<file path="src/hdl/rcf_pkg.sv">
// ----------------------------------------------------------------------------
// rcf_pkg: shared types and constants of the chunk framer
// Holds the field codes, the register indexes and the job record that passes
// from the front end to the back end, along with the basic-header helpers.
// ----------------------------------------------------------------------------
package rcf_pkg;

   // input item kinds
   localparam logic FUNC_HEADER = 1'b0;
   localparam logic FUNC_BODY   = 1'b1;

   // configuration register indexes
   localparam int CSR_IDX_W = 2;
   localparam logic [CSR_IDX_W-1:0] CSR_CHUNK_SIZE = 2'd0;
   localparam logic [CSR_IDX_W-1:0] CSR_SYSTEM_CH  = 2'd1;
   localparam logic [CSR_IDX_W-1:0] CSR_MEDIA_CH   = 2'd2;
   localparam int CSR_DATA_W = 24;

   // register reset values
   localparam logic [23:0] CHUNK_SIZE_RESET = 24'd0;
   localparam logic [16:0] SYSTEM_CH_RESET  = 17'd2;
   localparam logic [16:0] MEDIA_CH_RESET   = 17'd4;

   // chunk size used when the register holds zero
   localparam logic [23:0] DEFAULT_CHUNK = 24'd128;

   // timestamp escape value and basic-header thresholds
   localparam logic [31:0] TS_ESCAPE    = 32'h00FF_FFFF;
   localparam logic [16:0] CSID_ONE_MAX = 17'd64;
   localparam logic [16:0] CSID_TWO_MAX = 17'd320;
   localparam logic [16:0] CSID_BIAS    = 17'd64;

   // format bits in the top of the basic header
   localparam logic [7:0] FMT0_TOP = 8'h00;
   localparam logic [7:0] FMT3_TOP = 8'hC0;

   // message header length without basic header or extended timestamp
   localparam logic [4:0] MSG_HDR_LEN = 5'd11;
   localparam logic [4:0] EXT_TS_LEN  = 5'd4;

   // control message types
   localparam logic [7:0] TYPE_SET_CHUNK  = 8'd1;
   localparam logic [7:0] TYPE_USER_CTRL  = 8'd4;
   localparam logic [7:0] TYPE_WIN_ACK    = 8'd5;
   localparam logic [7:0] TYPE_PEER_BW    = 8'd6;
   localparam logic [7:0] TYPE_AMF0_CMD   = 8'd20;

   localparam int QUEUE_DEPTH_DEFAULT = 2;

   // output job: a full message header, or a body byte with any chunk header
   typedef struct packed {
      logic        is_body;
      logic [16:0] csid;
      logic [1:0]  basic_len;
      logic        ext;
      logic [31:0] ts;
      logic [23:0] len;
      logic [7:0]  type_id;
      logic [31:0] msg_stream_id;
      logic [7:0]  data;
      logic        last;
      logic [4:0]  total;
   } job_type;

   // queue handshake toward the back end
   typedef struct packed {
      logic    valid;
      job_type job;
   } qout_type;

   function automatic logic is_control_type(logic [7:0] t);
      return (t == TYPE_SET_CHUNK) || (t == TYPE_USER_CTRL) || (t == TYPE_WIN_ACK) ||
             (t == TYPE_PEER_BW) || (t == TYPE_AMF0_CMD);
   endfunction

   function automatic logic [1:0] basic_hdr_len(logic [16:0] csid);
      if (csid < CSID_ONE_MAX) begin
         return 2'd1;
      end else if (csid < CSID_TWO_MAX) begin
         return 2'd2;
      end
      return 2'd3;
   endfunction

   // byte i of a basic header; the two- and three-byte forms carry id minus 64
   function automatic logic [7:0] basic_hdr_byte(logic [7:0] top, logic [16:0] csid,
                                                 logic [1:0] i);
      logic [16:0] biased;
      biased = csid - CSID_BIAS;
      if (csid < CSID_ONE_MAX) begin
         return top | {2'b00, csid[5:0]};
      end else if (csid < CSID_TWO_MAX) begin
         return (i == 2'd0) ? top : biased[7:0];
      end
      case (i)
         2'd0:    return top | 8'h01;
         2'd1:    return biased[7:0];
         default: return biased[15:8];
      endcase
   endfunction

endpackage

</file>
<file path="src/hdl/rcf_req_if.sv">
// ----------------------------------------------------------------------------
// rcf_req_if: request channel of the chunk framer
// Valid/ready channel carrying header and body requests.
// ----------------------------------------------------------------------------
interface rcf_req_if;
   logic        valid;
   logic        ready;
   logic        func;
   logic [7:0]  type_id;
   logic [31:0] msg_stream_id;
   logic [31:0] timestamp_ms;
   logic [23:0] message_length;
   logic [7:0]  data_byte;

   modport source (output valid, func, type_id, msg_stream_id, timestamp_ms, message_length,
                   data_byte, input ready);
   modport sink (input valid, func, type_id, msg_stream_id, timestamp_ms, message_length,
                 data_byte, output ready);
endinterface

</file>
<file path="src/hdl/rcf_rsp_if.sv">
// ----------------------------------------------------------------------------
// rcf_rsp_if: response channel of the chunk framer
// Valid/ready channel carrying one output stream byte per transfer.
// ----------------------------------------------------------------------------
interface rcf_rsp_if;
   logic       valid;
   logic       ready;
   logic [7:0] out_byte;
   logic       header_flag;
   logic       last_of_message;

   modport source (output valid, out_byte, header_flag, last_of_message, input ready);
   modport sink (input valid, out_byte, header_flag, last_of_message, output ready);
endinterface

</file>
<file path="src/hdl/rtmp_chunk_framer_core.sv">
// An accepted request's first byte passes the job queue, then the output register.
// One body byte per cycle unless rsp_chan stalls; a header request yields 12 to 18 bytes
// and a chunk boundary 1 to 7 header bytes, all paced by the one-byte output register.
// Requests are taken while the job queue (QUEUE_DEPTH entries) has room.
// Reset is synchronous: registers return to chunk size 0, channels 2 and 4, queue empty.
// ----------------------------------------------------------------------------
// rtmp_chunk_framer_core: chunk stream framer top level
// Front end tracks messages and queues jobs; back end serializes them to bytes.
// ----------------------------------------------------------------------------
module rtmp_chunk_framer_core import rcf_pkg::*; #(
   parameter int QUEUE_DEPTH = QUEUE_DEPTH_DEFAULT
) (
   input  logic                  clock,
   input  logic                  reset,
   rcf_req_if.sink               req_chan,
   rcf_rsp_if.source             rsp_chan,
   input  logic                  csr_wr_en,
   input  logic [CSR_IDX_W-1:0]  csr_index,
   input  logic [CSR_DATA_W-1:0] csr_wdata
);

   logic     q_push;
   logic     q_full;
   logic     q_pop;
   job_type  q_job;
   qout_type q_head;

   rcf_front u_front (
      .clock     (clock),
      .reset     (reset),
      .req_chan  (req_chan),
      .csr_wr_en (csr_wr_en),
      .csr_index (csr_index),
      .csr_wdata (csr_wdata),
      .q_full    (q_full),
      .q_push    (q_push),
      .q_job     (q_job)
   );

   rcf_queue #(
      .DEPTH (QUEUE_DEPTH)
   ) u_queue (
      .clock    (clock),
      .reset    (reset),
      .push     (q_push),
      .push_job (q_job),
      .full     (q_full),
      .pop      (q_pop),
      .head     (q_head)
   );

   rcf_back u_back (
      .clock    (clock),
      .reset    (reset),
      .head     (q_head),
      .pop      (q_pop),
      .rsp_chan (rsp_chan)
   );

endmodule

</file>
<file path="src/hdl/rcf_queue.sv">
// ----------------------------------------------------------------------------
// rcf_queue: job queue between front and back end
// Small register FIFO of job records; full blocks the front end.
// ----------------------------------------------------------------------------
module rcf_queue import rcf_pkg::*; #(
   parameter int DEPTH = QUEUE_DEPTH_DEFAULT
) (
   input  logic     clock,
   input  logic     reset,
   input  logic     push,
   input  job_type  push_job,
   output logic     full,
   input  logic     pop,
   output qout_type head
);

   localparam int PTR_W = (DEPTH > 1) ? $clog2(DEPTH) : 1;
   localparam int CNT_W = $clog2(DEPTH + 1);
   localparam logic [PTR_W-1:0] PTR_LAST = PTR_W'(DEPTH - 1);
   localparam logic [CNT_W-1:0] CNT_FULL = CNT_W'(DEPTH);

   job_type          mem_ff [DEPTH];
   logic [PTR_W-1:0] wr_ptr_ff, wr_ptr_in;
   logic [PTR_W-1:0] rd_ptr_ff, rd_ptr_in;
   logic [CNT_W-1:0] count_ff, count_in;

   assign full       = (count_ff == CNT_FULL);
   assign head.valid = (count_ff != '0);
   assign head.job   = mem_ff[rd_ptr_ff];

   // advance pointers and occupancy
   always_comb begin
      wr_ptr_in = wr_ptr_ff;
      rd_ptr_in = rd_ptr_ff;
      count_in  = count_ff;
      if (push) begin
         wr_ptr_in = (wr_ptr_ff == PTR_LAST) ? '0 : wr_ptr_ff + 1'b1;
      end
      if (pop) begin
         rd_ptr_in = (rd_ptr_ff == PTR_LAST) ? '0 : rd_ptr_ff + 1'b1;
      end
      if (push && !pop) begin
         count_in = count_ff + 1'b1;
      end else if (!push && pop) begin
         count_in = count_ff - 1'b1;
      end
   end

   always_ff @(posedge clock) begin
      if (reset) begin
         wr_ptr_ff <= '0;
         rd_ptr_ff <= '0;
         count_ff  <= '0;
      end else begin
         wr_ptr_ff <= wr_ptr_in;
         rd_ptr_ff <= rd_ptr_in;
         count_ff  <= count_in;
      end
   end

   // store the entry
   always_ff @(posedge clock) begin
      if (push) begin
         mem_ff[wr_ptr_ff] <= push_job;
      end
   end

endmodule

</file>
<file path="src/hdl/rcf_front.sv">
// ----------------------------------------------------------------------------
// rcf_front: request intake and message tracking
// Holds the configuration registers and the per-message state, classifies
// each request and queues a job describing the bytes it produces.
// ----------------------------------------------------------------------------
module rcf_front import rcf_pkg::*; (
   input  logic                  clock,
   input  logic                  reset,
   rcf_req_if.sink               req_chan,
   input  logic                  csr_wr_en,
   input  logic [CSR_IDX_W-1:0]  csr_index,
   input  logic [CSR_DATA_W-1:0] csr_wdata,
   input  logic                  q_full,
   output logic                  q_push,
   output job_type               q_job
);

   logic [23:0] chunk_size_ff;
   logic [16:0] system_ch_ff;
   logic [16:0] media_ch_ff;

   logic [23:0] bytes_left_ff, bytes_left_in;
   logic [23:0] chunk_fill_ff, chunk_fill_in;
   logic [31:0] held_ts_ff, held_ts_in;
   logic        ext_ff, ext_in;
   logic        on_sys_ff, on_sys_in;

   logic        accept;
   logic        hdr_ctl;
   logic        hdr_ext;
   logic [16:0] hdr_csid;
   logic [16:0] body_csid;
   logic [23:0] chunk_limit;
   logic        new_chunk;

   assign req_chan.ready = !q_full;
   assign accept         = req_chan.valid && !q_full;

   // register writes
   always_ff @(posedge clock) begin
      if (reset) begin
         chunk_size_ff <= CHUNK_SIZE_RESET;
         system_ch_ff  <= SYSTEM_CH_RESET;
         media_ch_ff   <= MEDIA_CH_RESET;
      end else if (csr_wr_en) begin
         case (csr_index)
            CSR_CHUNK_SIZE: chunk_size_ff <= csr_wdata[23:0];
            CSR_SYSTEM_CH:  system_ch_ff  <= csr_wdata[16:0];
            CSR_MEDIA_CH:   media_ch_ff   <= csr_wdata[16:0];
            default:        ;
         endcase
      end
   end

   // classify header fields
   assign hdr_ctl     = is_control_type(req_chan.type_id);
   assign hdr_ext     = (req_chan.timestamp_ms >= TS_ESCAPE);
   assign hdr_csid    = hdr_ctl ? system_ch_ff : media_ch_ff;
   assign body_csid   = on_sys_ff ? system_ch_ff : media_ch_ff;
   assign chunk_limit = (chunk_size_ff == '0) ? DEFAULT_CHUNK : chunk_size_ff;
   assign new_chunk   = (chunk_fill_ff >= chunk_limit);

   // build the job and the next message state
   always_comb begin
      bytes_left_in = bytes_left_ff;
      chunk_fill_in = chunk_fill_ff;
      held_ts_in    = held_ts_ff;
      ext_in        = ext_ff;
      on_sys_in     = on_sys_ff;
      q_push        = 1'b0;

      q_job.is_body       = 1'b0;
      q_job.csid          = hdr_csid;
      q_job.basic_len     = basic_hdr_len(hdr_csid);
      q_job.ext           = hdr_ext;
      q_job.ts            = req_chan.timestamp_ms;
      q_job.len           = req_chan.message_length;
      q_job.type_id       = req_chan.type_id;
      q_job.msg_stream_id = req_chan.msg_stream_id;
      q_job.data          = req_chan.data_byte;
      q_job.last          = (req_chan.message_length == '0);
      q_job.total         = {3'b000, q_job.basic_len} + MSG_HDR_LEN +
                            (hdr_ext ? EXT_TS_LEN : 5'd0);

      if (req_chan.func == FUNC_BODY) begin
         q_job.is_body   = 1'b1;
         q_job.csid      = body_csid;
         q_job.basic_len = basic_hdr_len(body_csid);
         q_job.ext       = ext_ff;
         q_job.ts        = held_ts_ff;
         q_job.last      = (bytes_left_ff == 24'd1);
         q_job.total     = new_chunk ?
                           ({3'b000, q_job.basic_len} + (ext_ff ? EXT_TS_LEN : 5'd0) + 5'd1) :
                           5'd1;
      end

      if (accept) begin
         if (req_chan.func == FUNC_HEADER) begin
            q_push        = 1'b1;
            bytes_left_in = req_chan.message_length;
            chunk_fill_in = '0;
            held_ts_in    = req_chan.timestamp_ms;
            ext_in        = hdr_ext;
            on_sys_in     = hdr_ctl;
         end else if (bytes_left_ff != '0) begin
            // queue the byte; body requests with no message open are dropped
            q_push        = 1'b1;
            bytes_left_in = bytes_left_ff - 1'b1;
            chunk_fill_in = new_chunk ? 24'd1 : chunk_fill_ff + 1'b1;
         end
      end
   end

   always_ff @(posedge clock) begin
      if (reset) begin
         bytes_left_ff <= '0;
         chunk_fill_ff <= '0;
         held_ts_ff    <= '0;
         ext_ff        <= 1'b0;
         on_sys_ff     <= 1'b0;
      end else begin
         bytes_left_ff <= bytes_left_in;
         chunk_fill_ff <= chunk_fill_in;
         held_ts_ff    <= held_ts_in;
         ext_ff        <= ext_in;
         on_sys_ff     <= on_sys_in;
      end
   end

endmodule

</file>
<file path="src/hdl/rcf_back.sv">
// ----------------------------------------------------------------------------
// rcf_back: byte serializer
// Walks the head job byte by byte into an output register and pops the job
// once its final byte is loaded.
// ----------------------------------------------------------------------------
module rcf_back import rcf_pkg::*; (
   input  logic     clock,
   input  logic     reset,
   input  qout_type head,
   output logic     pop,
   rcf_rsp_if.source rsp_chan
);

   logic [4:0] idx_ff, idx_in;
   logic       valid_ff;
   logic [7:0] byte_ff;
   logic       hdr_ff;
   logic       last_ff;

   job_type    job;
   logic       load;
   logic       final_byte;
   logic [4:0] rel;
   logic [4:0] ext_pos;
   logic [7:0] top;
   logic [23:0] ts_field;
   logic [7:0] cur_byte;
   logic       cur_hdr;

   assign job        = head.job;
   assign load       = head.valid && (!valid_ff || rsp_chan.ready);
   assign final_byte = (idx_ff == job.total - 5'd1);
   assign pop        = load && final_byte;
   assign rel        = idx_ff - {3'b000, job.basic_len};
   assign ext_pos    = rel - MSG_HDR_LEN;
   assign top        = job.is_body ? FMT3_TOP : FMT0_TOP;
   assign ts_field   = job.ext ? TS_ESCAPE[23:0] : job.ts[23:0];

   // select the byte at the current position
   always_comb begin
      cur_hdr  = 1'b1;
      cur_byte = '0;
      if (job.is_body && final_byte) begin
         cur_hdr  = 1'b0;
         cur_byte = job.data;
      end else if (idx_ff < {3'b000, job.basic_len}) begin
         cur_byte = basic_hdr_byte(top, job.csid, idx_ff[1:0]);
      end else if (job.is_body) begin
         case (rel[1:0])
            2'd0:    cur_byte = job.ts[31:24];
            2'd1:    cur_byte = job.ts[23:16];
            2'd2:    cur_byte = job.ts[15:8];
            default: cur_byte = job.ts[7:0];
         endcase
      end else begin
         case (rel)
            5'd0:    cur_byte = ts_field[23:16];
            5'd1:    cur_byte = ts_field[15:8];
            5'd2:    cur_byte = ts_field[7:0];
            5'd3:    cur_byte = job.len[23:16];
            5'd4:    cur_byte = job.len[15:8];
            5'd5:    cur_byte = job.len[7:0];
            5'd6:    cur_byte = job.type_id;
            5'd7:    cur_byte = job.msg_stream_id[31:24];
            5'd8:    cur_byte = job.msg_stream_id[23:16];
            5'd9:    cur_byte = job.msg_stream_id[15:8];
            5'd10:   cur_byte = job.msg_stream_id[7:0];
            default: begin
               case (ext_pos[1:0])
                  2'd0:    cur_byte = job.ts[31:24];
                  2'd1:    cur_byte = job.ts[23:16];
                  2'd2:    cur_byte = job.ts[15:8];
                  default: cur_byte = job.ts[7:0];
               endcase
            end
         endcase
      end
   end

   // advance position within the job
   always_comb begin
      idx_in = idx_ff;
      if (load) begin
         idx_in = final_byte ? 5'd0 : idx_ff + 5'd1;
      end
   end

   always_ff @(posedge clock) begin
      if (reset) begin
         idx_ff   <= '0;
         valid_ff <= 1'b0;
      end else begin
         idx_ff <= idx_in;
         if (load) begin
            valid_ff <= 1'b1;
         end else if (rsp_chan.ready) begin
            valid_ff <= 1'b0;
         end
      end
   end

   // hold the output byte until taken
   always_ff @(posedge clock) begin
      if (load) begin
         byte_ff <= cur_byte;
         hdr_ff  <= cur_hdr;
         last_ff <= job.last && final_byte;
      end
   end

   assign rsp_chan.valid           = valid_ff;
   assign rsp_chan.out_byte        = byte_ff;
   assign rsp_chan.header_flag     = hdr_ff;
   assign rsp_chan.last_of_message = last_ff;

endmodule
</file>
<file path="src/flat_wrapper.sv">
// flat-port wrapper written by rule: the top's interface ports become plain ports
module rtmp_chunk_framer_core_flat import rcf_pkg::*;
#(
   parameter int QUEUE_DEPTH = QUEUE_DEPTH_DEFAULT
)
  (clock, reset, csr_wr_en, csr_index, csr_wdata, req_chan_valid, req_chan_func, req_chan_type_id, req_chan_msg_stream_id, req_chan_timestamp_ms, req_chan_message_length, req_chan_data_byte, req_chan_ready, rsp_chan_valid, rsp_chan_out_byte, rsp_chan_header_flag, rsp_chan_last_of_message, rsp_chan_ready);
  rcf_req_if req_chan_i ();
  rcf_rsp_if rsp_chan_i ();
  input  logic clock;
  input  logic reset;
  input  logic csr_wr_en;
  input  logic [CSR_IDX_W-1:0] csr_index;
  input  logic [CSR_DATA_W-1:0] csr_wdata;
  input wire logic [$bits(req_chan_i.valid)-1:0] req_chan_valid;
  input wire logic [$bits(req_chan_i.func)-1:0] req_chan_func;
  input wire logic [$bits(req_chan_i.type_id)-1:0] req_chan_type_id;
  input wire logic [$bits(req_chan_i.msg_stream_id)-1:0] req_chan_msg_stream_id;
  input wire logic [$bits(req_chan_i.timestamp_ms)-1:0] req_chan_timestamp_ms;
  input wire logic [$bits(req_chan_i.message_length)-1:0] req_chan_message_length;
  input wire logic [$bits(req_chan_i.data_byte)-1:0] req_chan_data_byte;
  output wire logic [$bits(req_chan_i.ready)-1:0] req_chan_ready;
  output wire logic [$bits(rsp_chan_i.valid)-1:0] rsp_chan_valid;
  output wire logic [$bits(rsp_chan_i.out_byte)-1:0] rsp_chan_out_byte;
  output wire logic [$bits(rsp_chan_i.header_flag)-1:0] rsp_chan_header_flag;
  output wire logic [$bits(rsp_chan_i.last_of_message)-1:0] rsp_chan_last_of_message;
  input wire logic [$bits(rsp_chan_i.ready)-1:0] rsp_chan_ready;
  assign req_chan_i.valid = req_chan_valid;
  assign req_chan_i.func = req_chan_func;
  assign req_chan_i.type_id = req_chan_type_id;
  assign req_chan_i.msg_stream_id = req_chan_msg_stream_id;
  assign req_chan_i.timestamp_ms = req_chan_timestamp_ms;
  assign req_chan_i.message_length = req_chan_message_length;
  assign req_chan_i.data_byte = req_chan_data_byte;
  assign req_chan_ready = req_chan_i.ready;
  assign rsp_chan_valid = rsp_chan_i.valid;
  assign rsp_chan_out_byte = rsp_chan_i.out_byte;
  assign rsp_chan_header_flag = rsp_chan_i.header_flag;
  assign rsp_chan_last_of_message = rsp_chan_i.last_of_message;
  assign rsp_chan_i.ready = rsp_chan_ready;
  rtmp_chunk_framer_core #(.QUEUE_DEPTH(QUEUE_DEPTH)) u_core (.clock(clock), .reset(reset), .req_chan(req_chan_i), .rsp_chan(rsp_chan_i), .csr_wr_en(csr_wr_en), .csr_index(csr_index), .csr_wdata(csr_wdata));
endmodule
</file>
<file path="config.mk">
export PLATFORM = sky130hd
export DESIGN_NAME = rtmp_chunk_framer_core_flat
export DESIGN_NICKNAME = d
export VERILOG_FILES = /design/src/hdl/rcf_pkg.sv /design/src/hdl/rcf_req_if.sv /design/src/hdl/rcf_rsp_if.sv /design/src/hdl/rtmp_chunk_framer_core.sv /design/src/hdl/rcf_queue.sv /design/src/hdl/rcf_front.sv /design/src/hdl/rcf_back.sv /design/src/flat_wrapper.sv
export SDC_FILE = /design/constraint.sdc
export NUM_CORES = 1
export LEC_CHECK = 0
export BUFFER_PORTS_ARGS = -buffer_cell sky130_fd_sc_hd__buf_2
export CAP_MARGIN = 15
export CORE_UTILIZATION = 55
export CTS_BUF_LIST = sky130_fd_sc_hd__clkbuf_4
export CTS_CLUSTER_DIAMETER = 100
export CTS_CLUSTER_SIZE = 30
export DETAILED_ROUTE_END_ITERATION = 8
export GPL_TIMING_DRIVEN = 0
export PLACE_DENSITY = 0.74
export SYNTH_ARGS = -nofsm -noshare
export SYNTH_HDL_FRONTEND = slang
export SYNTH_HIERARCHICAL = 1
export SYNTH_SLANG_ARGS = --single-unit
</file>
<file path="constraint.sdc">
create_clock -name clock -period 18.8 [get_ports clock]
set_input_delay 2.82 -clock clock [delete_from_list [all_inputs] [get_ports clock]]
set_output_delay 2.82 -clock clock [all_outputs]
set_load 0.1 [all_outputs]
</file>
==> metrics.cfg, run 1 <==
[floorplan]
boundaryPins = 148
core_um2 = 37800
rows = 71
die_w_um = 199
fp.dieH_um = 199
die-area_um2 = 39500
start_util_pct = 56.2

[placed_design]
placed_area_um2 = 22600
dp_hpwl_um = 41400
place.gp.congestion = 1.01
port_buffers = 107
dpl_worst_slack_ns = 13.39

[global_routing]
overflow = 0
grt_pass1_vias = 14600
antenna_found_initial = 2
grt_usage_pct = 27.5
grt_max_degree = 60
grt_pass1_wl_um = 82800

[cts]
cts_resized = 0
numCtsBuffers = 18
clk_pin_slew_worst_paths_ns = 0.27
cts_buffer_depth = 3
hold_buffers = 0
cts-root-buf = clkbuf_4
cts_setup_buffers = 0
h-tree-depth = 1
cts_sinks = 423
cts_tree = done
clkLatencyLatePin_ns = 0.79

[critical_path]
r2r_end = u_core/u_back/rsp_chan.out_byte[4]
required_ns = 15.98
worstSetupPathType = register to output port
cp_data_arrival_time_ns = 1.90
crit_end = req_chan_ready
startpoint_type = register
ff2ff_setup_slack_ns = 14.47
path_max_fanout = 4
cp-startpoint = u_core/u_queue/count_ff[0]
ff2ff_path_depth = 13
cp-end-kind = output port

[drt]
dr.pass1.iters = 6
ant_nets = 0
wirelength_um = 54600
vias = 15500
drtIter0Drc = 1598
routedWlPerCell_um = 21.3
vias_per_cell = 6.04
drc = 0

[sta]
rsz0062_at_grt = no
final.setup_skew_ns = 0.0504
fin_tns_setup_ns = 0
period_share_pct = 25.1
final-max-slew-violation-count = 0
setup_ws_ns = 14.08
fin_crit_ns = 4.72
worst_pin_slew_ns = 1.03
fmax_mhz = 212
setup_viol = 0
final_hold_viol_count = 0
whs_ns = 0.473
maxSlewHeadroom_pct = 30.9

[layout]
nNetsFinal = 2206
mostFrequentLayoutCells = nand2_1, edfxtp_1, dfxtp_1, a21oi_1, buf_2
fillers = 3114
layout-drive-gt1-share_pct = 24.4
area_delta_synth_final_pct = 7.60
final_area_um2 = 22900
layout_commonest_cell = nand2_1

[yosys]
synth-main-ff-cell = edfxtp_1
synth_area_per_cell_um2 = 11.2
synthCells = 1901
yosysUniqueCellTypes = 94
synth_edf_count = 272
yosysSeqAreaShare_pct = 52.6
ys_warn_count = 6
synth-seq-cells = 423
async_reset_ff_share_pct = 0
netlist_area_um2 = 21300
syn_nets = 2073

[flow_run]
drv_cap = 0

[power]
total_power_mw = 2.50
peakVddDrop_mv = 0.0624
leakagePower_nw = 8.21
power_density_nw_per_um2 = 109

[min_path]
hold_path.class = register to register

[status]
status = complete, no violations

[worst max-delay path, cell delays in order (launching register included)]
cell	delay, ns
dfxtp_1	0.46
nor2b_1	0.10
inv_1	0.11
buf_2	0.44
[worst min-delay path by stage]
stage | start | endpoint | cells past startpoint
after floorplan | u_core/u_front/held_ts_ff[0] | u_core/u_front/held_ts_ff[0] | 2
after global placement | u_core/u_front/held_ts_ff[11] | u_core/u_front/held_ts_ff[11] | 2
after detailed placement | u_core/u_front/system_ch_ff[3] | u_core/u_front/system_ch_ff[3] | 2
after CTS | u_core/u_front/system_ch_ff[3] | u_core/u_front/system_ch_ff[3] | 2
after global routing | u_core/u_front/held_ts_ff[12] | u_core/u_front/held_ts_ff[12] | 2
final | u_core/u_front/held_ts_ff[15] | u_core/u_front/held_ts_ff[15] | 2
[registers in the layout, summed over array words and instances (netlist names), 2 cells and up, named ones only]
| register | flops |
|---|---|
| u_core/u_back/rsp_chan.out_byte | 8 |
| u_core/u_front/system_ch_ff | 17 |
| u_core/u_back/idx_ff | 5 |
| u_core/u_front/media_ch_ff | 17 |
| u_core/u_front/bytes_left_ff | 24 |
| u_core/u_front/held_ts_ff | 32 |
| u_core/u_queue/count_ff | 2 |
| u_core/u_queue/mem_ff | 262 |
| u_core/u_front/chunk_fill_ff | 24 |
| u_core/u_front/chunk_size_ff | 24 |
[report_power, final]
part	switching [mW]	internal (mW)	leakage, nW	total, mW
Sequential	0.0433	1.13	3.79	1.17
Combinational	0.616	0.354	4.25	0.970
Clock	0.261	0.0996	0.171	0.361
[cell usage after synthesis, types with 5 or more instances]
cell	instances	area, um^2
a211oi_1	15	113
a21boi_0	5	37.5
a21oi_1	150	751
a221oi_1	5	43.8
a22oi_1	8	60.1
a31oi_1	10	62.6
and2_1	8	50.1
and3_1	12	75.1
buf_2	25	125
buf_4	77	578
buf_6	14	158
clkbuf_1	53	199
dfxtp_1	151	3020
edfxtp_1	272	8170
ha_1	35	438
inv_1	52	195
mux2_2	99	1110
mux2_4	90	1350
mux2i_1	15	150
mux4_2	14	315
nand2_1	299	1120
nand2b_1	9	56.3
nand3_1	46	230
nand3b_1	12	90.1
nand4_1	30	188
nor2_1	89	334
nor2b_1	8	50.1
nor3_1	31	155
nor3b_1	7	52.6
nor4_1	32	200
o211ai_1	11	82.6
o21ai_0	48	240
o22ai_1	12	75.1
o311ai_0	8	70.1
o311ai_1	6	52.6
o31ai_1	12	90.1
or2_2	7	43.8
or3_1	11	68.8
xnor2_1	15	131
xor2_1	10	87.6
[routing by layer]
layer  GRT usage, %  wire length [um]  vias up
li1               -                 -     7162
met1           38.4             23400     7546
met2           44.2             25400      674
met3           4.75              4470       70
met4           7.41              1320        2
met5              0                13        -
[through the flow]
step           util, %  std cells
6_report          60.5       2558
5_1_grt           60.5       2558
4_1_cts           60.5       2557
3_5_place_dp      59.7       2525
3_3_place_gp      59.3       2519
2_1_floorplan        -       1901
[area by class of cell]
class	count	area (um^2)	share of cell area, %
multi-input cells	1251	8800	38.5
clock buffers	29	218	0.951
repair buffers	113	663	2.90
inverters	54	203	0.886
well taps	511	639	2.79
flip-flops and latches	423	11200	48.9
plain buffers	173	1090	4.75
clock inverters	3	80.1	0.350
diodes	1	2.50	0.0109
[logic make-up (layout without fill, tap and decap cells)]
kind of cell | after synthesis | in the layout | share of synthesized area [%]
compound gates | 344 | 344 | 10.3
xor+xnor | 26 | 26 | 1.11
fa+ha+maj | 36 | 36 | 2.15
buf+inv | 227 | 372 | 6.06
flops | 423 | 423 | 52.6
mux | 218 | 218 | 13.8
other cells | 0 | 1 | 0
simple gates | 627 | 627 | 13.9
(Power assumes the default switching activity.)
==> inputs of run 2 (changes only) <==
==> constraint.sdc (replaced) <==
create_clock -name clock -period 4.95 [get_ports clock]
set_input_delay 0.7425 -clock clock [delete_from_list [all_inputs] [get_ports clock]]
set_output_delay 0.7425 -clock clock [all_outputs]
set_load 0.1 [all_outputs]
==> run 2 against run 1 <==
Design area down 0.16%. Critical endpoint is now u_core/u_back/rsp_chan.out_byte[5]. Clock-buffer cell count unchanged. Final cell count about the same. Sequential share of layout area up 0.080 points. Clock skew up 0.020 ns. Non-clock buffer count unchanged. First-iteration DRC count down 4.8%.
==> metrics.cfg, run 2 (synthesis gave the netlist of run 1 again) <==
[sta]
fin_crit_ns = 4.33
rsz0062_at_grt = no
fin_tns_setup_ns = 0  ; unchanged
final.setup_skew_ns = 0.0706  ; +0.0202 ns
setup_ws_ns = 0.619  ; -13.46 ns
setup_viol = 0  ; unchanged
final_hold_viol_count = 0  ; unchanged
period_share_pct = 87.5
maxSlewHeadroom_pct = 36.2  ; +5.3 points
final-max-slew-violation-count = 0  ; unchanged
worst_pin_slew_ns = 0.951  ; -0.0785 ns
whs_ns = 0.107  ; -0.366 ns
fmax_mhz = 231

[layout]
area_delta_synth_final_pct = 7.42
final_area_um2 = 22800  ; -0.16%
reg_top3 = u_core/u_queue/mem_ff (262), u_core/u_front/held_ts_ff (32)
top_register = u_core/u_queue/mem_ff
layout-drive-gt1-share_pct = 24.4  ; -0.049 points
mostFrequentLayoutCells = nand2_1, edfxtp_1, dfxtp_1, a21oi_1, buf_2
layout_commonest_cell = nand2_1
largest_register_ffs = 262  ; unchanged
nNetsFinal = 2206  ; unchanged

[placed_design]
place.gp.congestion = 1.00  ; -0.64%
dp_hpwl_um = 40900  ; -1.0%
placed_area_um2 = 22600  ; about the same
dpl_worst_slack_ns = 0.689  ; -12.70 ns
port_buffers = 107  ; unchanged

[drt]
dr.pass1.iters = 7  ; +1
routedWlPerCell_um = 21.3  ; -0.26%
wirelength_um = 54400  ; -0.22%
vias = 15300  ; -1.0%
drtIter0Drc = 1522  ; -4.8%
ant_nets = 0  ; unchanged
vias_per_cell = 5.98  ; -1.1%
drc = 0  ; unchanged

[global_routing]
overflow = 0  ; unchanged
grt_usage_pct = 27.4  ; -0.071 points
grt_pass1_wl_um = 82700  ; about the same
antenna_found_initial = 3  ; +1
grt_max_degree = 68  ; +13%
grt_pass1_vias = 14500  ; -0.88%

[cts]
clkLatencyLatePin_ns = 0.81  ; +0.02 ns
numCtsBuffers = 18  ; unchanged
cts_setup_buffers = 0  ; unchanged
cts_buffer_depth = 3  ; unchanged
clk_pin_slew_worst_paths_ns = 0.28  ; about the same
hold_buffers = 0  ; unchanged
h-tree-depth = 1  ; unchanged
cts_resized = 0  ; unchanged
cts-root-buf = clkbuf_4
cts_tree = done
cts_sinks = 423  ; unchanged

[floorplan]
die-area_um2 = 39500  ; unchanged
start_util_pct = 56.2  ; unchanged
boundaryPins = 148  ; unchanged
die_w_um = 199  ; unchanged
fp.dieH_um = 199  ; unchanged
core_um2 = 37800  ; unchanged
rows = 71  ; unchanged

[power]
leakagePower_nw = 8.19  ; -0.23%
peakVddDrop_mv = 0.194  ; +210%
power_density_nw_per_um2 = 413  ; +280%
total_power_mw = 9.44  ; +280%

[critical_path]
cp-end-kind = register
startpoint_type = register
path_max_fanout = 10  ; +6
worstSetupPathType = register to register
cp_data_arrival_time_ns = 4.90  ; +3.00 ns
required_ns = 5.51  ; -10.47 ns

[min_path]
hold_path.class = input pin to register

[flow_run]
drv_cap = 0  ; unchanged

[status]
status = complete, no violations

[run 2: cell types whose count changed in the layout (fill, tap and decap cells not counted)]
cell | previous run | this run
inv_6 | 0 | 1
diode_2 | 1 | 2
bufinv_16 | 2 | 0
clkinv_1 | 1 | 2
buf_16 | 1 | 2
buf_12 | 5 | 4
[run 2: area by class of cell]
type / count / area [um^2]
fillers: 3200 / 15000
flip-flops and latches: 423 / 11200
multi-input cells: 1251 / 8800
plain buffers: 173 / 1090
repair buffers: 113 / 671
well taps: 511 / 639
clock buffers: 29 / 218
inverters: 54 / 203
clock inverters: 3 / 32.5
diodes: 2 / 5.00
[run 2: metrics by stage]
| stage | std cells | utilization [%] |
|---|---|---|
| global route | 2559 | 60.4 |
| global placement | 2519 | 59.3 |
| finish | 2559 | 60.4 |
| floorplan | 1901 | - |
| CTS | 2557 | 60.4 |
| detailed placement | 2525 | 59.7 |
[run 2: worst max-delay path, cell delays in order, from the launching register on]
cell	delay, ns
dfxtp_1	0.39
buf_6	0.11
buf_2	0.27
mux2_2	0.37
ha_1	0.24
fa_1	0.48
buf_2	0.20
buf_2	0.33
buf_2	0.35
mux2_2	0.38
nand3_1	0.10
nand4_1	0.11
nor4_1	0.57
o211ai_1	0.17
[run 2: metal layers]
metal,wire (um),global-route usage [%]
met5,17,0
met4,1450,7.61
met3,3830,3.63
met2,24800,43.5
met1,24400,39.4
[run 2: power by group]
part | switching [mW] | total, mW | internal (mW)
combinational | 2.33 | 3.68 | 1.35
sequential | 0.168 | 4.46 | 4.29
clock | 1.02 | 1.30 | 0.278
total | 3.52 | 9.44 | 5.91
[run 2: final timing paths]
kind	from	endpoint	slack, ns	cells past startpoint
min reg2reg	u_core/u_front/system_ch_ff[2]	u_core/u_front/system_ch_ff[2]	0.47	2
max	register	u_core/u_back/rsp_chan.out_byte[5]	0.62	13
max reg2reg	register	u_core/u_back/rsp_chan.out_byte[5]	0.62	13
min	req_chan_data_byte[6]	u_core/u_queue/mem_ff[1][12]	0.11	1
